--- config.mk ---
export PLATFORM = sky130hd
export DESIGN_NAME = t2a_texel_decode
export DESIGN_NICKNAME = d
export VERILOG_FILES = /design/src/rtl/core/texel_to_argb8888_converter_defines.svh /design/src/rtl/core/t2a_pkg.sv /design/src/rtl/core/t2a_texel_decode.sv
export SDC_FILE = /design/constraint.sdc
export NUM_CORES = 1
export LEC_CHECK = 0
export BUFFER_PORTS_ARGS = -buffer_cell sky130_fd_sc_hd__buf_2
export CAP_MARGIN = 30
export CORE_UTILIZATION = 47
export DETAILED_ROUTE_END_ITERATION = 16
export PLACE_DENSITY_LB_ADDON = 0.08
export SYNTH_ARGS = -nofsm -noshare
export SYNTH_HDL_FRONTEND = slang
export SYNTH_SLANG_ARGS = --single-unit
--- constraint.sdc ---
create_clock -name vclk -period 3.3
set_input_delay 0.66 -clock vclk [all_inputs]
set_output_delay 0.66 -clock vclk [all_outputs]
set_load 0.01 [all_outputs]
--- src/rtl/core/texel_to_argb8888_converter_defines.svh ---
// Assertion macros for the texel to ARGB8888 converter.
// Used by the top level only; expects clk and rst in scope.
`ifndef TEXEL_TO_ARGB8888_CONVERTER_DEFINES_SVH
`define TEXEL_TO_ARGB8888_CONVERTER_DEFINES_SVH

// same-cycle implication
`define T2A_ASSERT_NOW(label, ante, cons) \
  label: assert property (@(posedge clk) disable iff (rst) (ante) |-> (cons)) \
    else $error("t2a assertion failed");

// next-cycle implication
`define T2A_ASSERT_NEXT(label, ante, cons) \
  label: assert property (@(posedge clk) disable iff (rst) (ante) |=> (cons)) \
    else $error("t2a assertion failed");

`endif

--- src/rtl/core/t2a_pkg.sv ---
// Shared types, codes and decode functions for the texel converter.
// No dependencies.
`timescale 1ns / 1ps
`default_nettype none

package t2a_pkg;

  localparam int PaletteDepthDefault = 256;
  localparam int CfgIdxW  = 1;
  localparam int CfgDataW = 8;

  localparam logic [1:0] ACT_CONVERT   = 2'd0;
  localparam logic [1:0] ACT_PAL_WRITE = 2'd1;
  localparam logic [1:0] ACT_PAL_RESET = 2'd2;

  localparam logic [CfgIdxW-1:0] CFG_TEXEL_FORMAT   = 1'd0;
  localparam logic [CfgIdxW-1:0] CFG_PALETTE_FORMAT = 1'd1;

  localparam logic [7:0] TEXEL_FORMAT_RESET   = 8'h78;
  localparam logic [7:0] PALETTE_FORMAT_RESET = 8'h2A;

  localparam logic [6:0] FMT_ARGB4444 = 7'h6D;
  localparam logic [6:0] FMT_ARGB1555 = 7'h7E;
  localparam logic [6:0] FMT_BGRA32   = 7'h7D;
  localparam logic [6:0] FMT_BGR24    = 7'h7F;
  localparam logic [6:0] FMT_INDEX8   = 7'h7B;
  localparam logic [6:0] FMT_RGB565   = 7'h78;

  localparam logic [7:0] PAL_ARGB32_A = 8'h2A;
  localparam logic [7:0] PAL_ARGB32_B = 8'h24;
  localparam logic [7:0] PAL_RGB24    = 8'h22;
  localparam logic [7:0] PAL_ARGB1555 = 8'h2D;

  localparam logic [15:0] TEXEL_TRANSPARENT = 16'h0001;

  // floor(x*255/31)
  localparam logic [7:0] SCALE5 [32] = '{
    8'd0,   8'd8,   8'd16,  8'd24,  8'd32,  8'd41,  8'd49,  8'd57,
    8'd65,  8'd74,  8'd82,  8'd90,  8'd98,  8'd106, 8'd115, 8'd123,
    8'd131, 8'd139, 8'd148, 8'd156, 8'd164, 8'd172, 8'd180, 8'd189,
    8'd197, 8'd205, 8'd213, 8'd222, 8'd230, 8'd238, 8'd246, 8'd255
  };

  typedef struct packed {
    logic        wr_en;
    logic        rd_en;
    logic        clr;
    logic [7:0]  slot;
    logic [31:0] wr_data;
  } pal_req_t;

  typedef struct packed {
    logic        hit;
    logic [31:0] data;
  } pal_rsp_t;

  // floor(x*255/63) = 4x + floor(x/21)
  function automatic logic [7:0] scale6(input logic [5:0] x);
    logic [1:0] frac;
    frac = 2'((x >= 6'd21) ? 1 : 0) + 2'((x >= 6'd42) ? 1 : 0) + 2'((x == 6'd63) ? 1 : 0);
    return {x, 2'b00} + {6'd0, frac};
  endfunction

  function automatic logic [31:0] decode16(input logic [15:0] v, input logic [6:0] sel);
    logic [31:0] res;
    if (v == TEXEL_TRANSPARENT) begin
      res = 32'd0;
    end else if (sel == FMT_ARGB4444) begin
      res = {v[15:12], v[15:12], v[11:8], v[11:8], v[7:4], v[7:4], v[3:0], v[3:0]};
    end else if (sel == FMT_ARGB1555) begin
      res = {{8{v[15]}}, SCALE5[v[14:10]], SCALE5[v[9:5]], SCALE5[v[4:0]]};
    end else begin
      res = {8'hFF, SCALE5[v[15:11]], scale6(v[10:5]), SCALE5[v[4:0]]};
    end
    return res;
  endfunction

  function automatic logic [31:0] grey_of(input logic [7:0] idx);
    return {8'hFF, idx, idx, idx};
  endfunction

endpackage

`default_nettype wire

--- src/rtl/core/t2a_texel_decode.sv ---
// Format decode: direct texel conversion and palette entry formatting.
// Depends on t2a_pkg.
`timescale 1ns / 1ps
`default_nettype none

module t2a_texel_decode
  import t2a_pkg::*;
(
  input  wire logic [7:0]  texel_format,
  input  wire logic [7:0]  palette_format,
  input  wire logic [31:0] raw_value,
  output logic      [31:0] direct_pixel,
  output logic             use_palette,
  output logic      [31:0] palette_entry
);

  logic [6:0] sel;
  assign sel = texel_format[6:0];

  always_comb begin
    use_palette = 1'b0;
    case (sel)
      FMT_BGRA32: direct_pixel = raw_value;
      FMT_BGR24:  direct_pixel = {8'hFF, raw_value[23:0]};
      FMT_INDEX8: begin
        direct_pixel = 32'd0;
        use_palette  = 1'b1;
      end
      default:    direct_pixel = decode16(raw_value[15:0], sel);
    endcase
  end

  always_comb begin
    case (palette_format)
      PAL_ARGB32_A, PAL_ARGB32_B: palette_entry = raw_value;
      PAL_RGB24:    palette_entry = {8'hFF, raw_value[7:0], raw_value[15:8], raw_value[23:16]};
      PAL_ARGB1555: palette_entry = decode16(raw_value[15:0], FMT_ARGB1555);
      default:      palette_entry = decode16(raw_value[15:0], FMT_RGB565);
    endcase
  end

endmodule

`default_nettype wire

## Word-level counts from Yosys, hierarchy flattened

Memories as Yosys holds them, arrays and structs flattened.
Index checks and enable logic that the tools add are counted.

- Output and inout port bits: 65
- Word-level logic and storage cells: 48
- Bits in read-only memories: 1024
- Memories: 4
- Flip-flop bits (word level): 0

Memory list:

| name | words | bits a word | read ports | clocked after memory_dff | wr ports | RTL line | text |
|---|---|---|---|---|---|---|---|
| (name not given) | 32 | 8 | 1 | 0 | 0 | t2a_pkg.sv:71 | `res = {{8{v[15]}}, SCALE5[v[14:10]], SCALE5[v[9:5]], SCALE5[v[4:0]]};` |
| (name not given) | 32 | 8 | 1 | 0 | 0 | t2a_pkg.sv:71 |  |
| (name not given) | 32 | 8 | 1 | 0 | 0 | t2a_pkg.sv:73 | `res = {8'hFF, SCALE5[v[15:11]], scale6(v[10:5]), SCALE5[v[4:0]]};` |
| (name not given) | 32 | 8 | 1 | 0 | 0 | t2a_pkg.sv:73 |  |

- Bitwise operators: 4
- Reduce and logical (&&, ||, !) cells: 1
- Eq/ne operators: 11
- Multiplexer cells: 19
- $lt $le $gt $ge: 6
- $add $sub $neg: 3

Operators with widths:

| operator | count |
|---|---|
| case mux 32 bit (3 select lines) | 2 |
| 2-to-1 mux 32 bit | 5 |
| 2-to-1 mux 8 bit | 8 |
| == test 7 bit, second input constant | 5 |
| == test 8 x 6 -> 1 bit, second input constant | 4 |
| >= comparator 6 bit, second input constant | 5 |
| inverter 5 -> 6 bit | 4 |
| == test 16 x 1 -> 1 bit, second input constant | 1 |
| adder 8 x 2 -> 8 bit | 1 |
| == test 6 bit, second input constant | 1 |
| >= comparator 6 x 5 -> 1 bit, second input constant | 1 |
| 2-to-1 mux 1 bit | 4 |
| adder 1 x 1 -> 2 bit | 1 |
| adder 2 bit | 1 |
| OR reduction 2 bit | 1 |

## Longest topological paths before layout

- Depth after elaboration: 9
- Gate-level depth with buffers: 9
- Gate-level depth less buffers: 8

## Worst setup path before layout

Ideal clock, no wire load.

- Kind: input to output
- Start point: input raw_value[9]
- End point: output direct_pixel[8]
- Required time: 2.640 ns
- Setup slack: 0.272 ns
- Arrival time: 2.368 ns
- Stages: 8
- Cell sequence: clkbuf_1 -> clkbuf_1 -> nand4_1 -> nor3_1 -> fa_1 -> o21ai_0 -> o21ai_1 -> a32o_1

- Word-level cells in the longest chain between the ends: 9

RTL lines:

| element | RTL line | text |
|---|---|---|
| start, declared | t2a_texel_decode.sv:11 | `input wire logic [31:0] raw_value,` |
| >= comparator 6 x 5 -> 1 bit or >= comparator 6 bit (tied branches) | t2a_pkg.sv:60 | `frac = 2'((x >= 6'd21) ? 1 : 0) + 2'((x >= 6'd42) ? 1 : 0) + 2'((x == 6'd63) ? 1 : 0);` |
| 2-to-1 mux 1 bit | n/a |  |
| adder 1 x 1 -> 2 bit | t2a_pkg.sv:60 |  |
| adder 2 bit | t2a_pkg.sv:60 |  |
| adder 8 x 2 -> 8 bit | t2a_pkg.sv:61 | `return {x, 2'b00} + {6'd0, frac};` |
| 2-to-1 mux 32 bit | t2a_pkg.sv:70 | `end else if (sel == FMT_ARGB1555) begin` |
| 2-to-1 mux 32 bit | t2a_pkg.sv:68 | `end else if (sel == FMT_ARGB4444) begin` |
| 2-to-1 mux 32 bit (*) | t2a_pkg.sv:66 | `if (v == TEXEL_TRANSPARENT) begin` |
| case mux 32 bit (3 select lines) (*) | t2a_texel_decode.sv:22 | `case (sel)` |
| end, declared | t2a_texel_decode.sv:12 | `output logic [31:0] direct_pixel,` |

Every way passes the cells marked *; elsewhere a longest branch is shown, timed or not. The select of a mux whose other input is x is not followed.

## Worst setup path after layout

- Start point: input raw_value[6]
- End point: output direct_pixel[8]

The elaborated chain is that of the path after synthesis.

==> results.md <==
- Non-Filler Instances: around 470
- Number of fill cells: between 300 and 400
- Post-placement setup slack: approximately 0.23 ns
- Worst Max-Slew Pin Slew: 0.779 ns
- Final core occ: 66.0%
- Leakage: 1.14 nW
- CLK BUF: 0
- Final hold viol count: 0
- Placed instance count: 473
- Initial core utilization: about half
- Post-CTS Setup Inserts: 0
- Area of the multi-input gates: between 1500 and 2000 sq um
- I/O pin cnt: approximately 110
- Number of global-route vias before repair: about 2500
- Pwr Total: 302 uW
- Status: finished clean
- Critical Path RT: around 2.6 ns
- Max-slew headroom: between 40% and 50%
- Worst setup margin: ~0.22 ns
- Comb pwr share: 100.0%
- Switching share of total power: 56.3%
- Drt pass-1 iters: 6
- Top-count cell post-synth: nand2_1
- Most frequent cells after synthesis: nand2_1 (34), o21ai_0 (23), clkbuf_1 (22), a22oi_1 (20), nor2_1 (20)
- Sequential Power Share: 0%
- Crit start category: input port
- Post-Route WL: roughly 7700 microns
- Syn nets: 367
- # hold bufs at CTS: 0
- DR WL/cell: 16.2 microns
- Clock power frac: 0%
- Int Power: 132 uW
- Residual DRC count: 0
- Register area: 0 sq um
- Ys Warns: 0
- # diodes: 0
- Final ANT Viol Nets: 0
- RSZ-0062 raised after global routing: false
- Worst Hold Slack: 1.61 ns
- Hold Path Class: in2out
- Setup-failing EPs final: 0
- Die width: approximately 67 microns
- Area Overhead vs Synth: 34.3%
- Yosys top cell area share: roughly 7.6%
- Initial antenna violation count: 0
- Final Slew Violations: 0
- Placed cell area: roughly 2600 sq um
- Initial DRC Count: between 300 and 400
- Number of max-cap violations: 0
- Max VDD drop: just under 0.00007 V
- Core Rows: 23
- Mapped Cells: approximately 320
- Worst Path Max Fanout: 12
- Mapped cell area: slightly below 2000 sq um
- DIE AREA: roughly 4400 sq um
- Final instance area: roughly 2600 sq um
- Period utilization: 93.3%
- Worst Path Arrival: between 2 and 2.5 ns
- Total GRT Usage: between 30% and 40%
- Total grt overflow: 0
- Fmax: roughly 0.32 GHz
- Sequential-to-total area share from yosys stat: 0%
- Syn avg cell area: 6.19 sq um
- Via count: ~3100
- Final min period: about 3.1 ns
- Core area: approximately 4000 sq um
- P per Cell Area: 114 nW/um^2
- Critical Path End Type: output pin
- First-pass GRT wire length: about 12000 microns
- Maximum number of pins on one net before global-route repair: 30
- Post-synth cell types: 66
- CP Class: in2out
- PortBufs: approximately 110
- Drt via density: 6.48
- Share of layout cells above drive strength 1: a little under two fifths
- Final Wtd Congestion: 0.936
- DP HPWL: a little under 6000 microns
- Post-CTS sizing: 0
- Top cell type by total area after synthesis: a22oi_1
- Fin Setup TNS: 0 ns
- Seq_cells: 0
- Top post-synthesis cells by area: a22oi_1 (7.6%), nand2_1 (6.5%), o21ai_0 (5.9%)
- Chip height: between 60 and 70 microns
- Sw Pwr: roughly 170 uW
- Nets: roughly 470
==> per-layer routing <==
metal	share of wire, %	track usage [%]	vias up
met5	0	0	-
li1	-	-	1450
met2	45	52.9	216
met1	41	46.6	1380
met3	12	3.42	19
met4	1.6	8.51	0
==> layout by cell type (no fill, tap or decap), types with 4 or more instances in the layout <==
master,count
or3_1,4
a32oi_1,6
o211ai_1,6
nor3_1,13
a32o_1,4
a21oi_1,14
nand2b_1,8
nor2b_1,5
nand3_1,8
a22o_1,5
buf_4,29
o21ai_1,18
inv_1,10
buf_2,112
nand2_1,34
a21o_1,9
o2bb2ai_1,7
a22oi_1,20
o21a_1,4
nor2_1,20
o21ai_0,23
==> cell families after synthesis <==
group	synth area share (%)
muxes	3.37
adders and majority gates	1.02
buffers and inverters	10.4
and+or+nand+nor	31.3
AOI/OAI and AO/OA	53.9
==> area by class of cell <==
type                       count  share of cell area, %
timing repair buffer         141                   29.5
tap                           50                   2.37
multi-input combinational    272                   66.7
inverter                      10                   1.42
==> power groups by stage <==
stage / sequential [mW] / clock, mW / combinational (mW)
detailed placement: 0 / 0 / 0.296
finish: 0 / 0 / 0.302
CTS: 0 / 0 / 0.297
global route: 0 / 0 / 0.327
global placement: 0 / 0 / 0.293
floorplan: 0 / 0 / 0.168
==> path summary, 6_finish.rpt <==
| check | start | end | slack, ns | cells after the start |
|---|---|---|---|---|
| worst max-delay path | raw_value[6] | direct_pixel[8] | 0.22 | 10 |
| worst min-delay path | raw_value[28] | palette_entry[28] | 1.61 | 3 |
==> worst max-delay path, cell delays in order <==
cell and delay (ns):
buf_2 0.19, inv_1 0.13, a21oi_1 0.07, o21ai_0 0.15, nand2b_1 0.10, fa_1 0.50, o21ai_0 0.16, o21ai_1 0.08
a32o_1 0.24, buf_2 0.13
(Power assumes the default switching activity.)
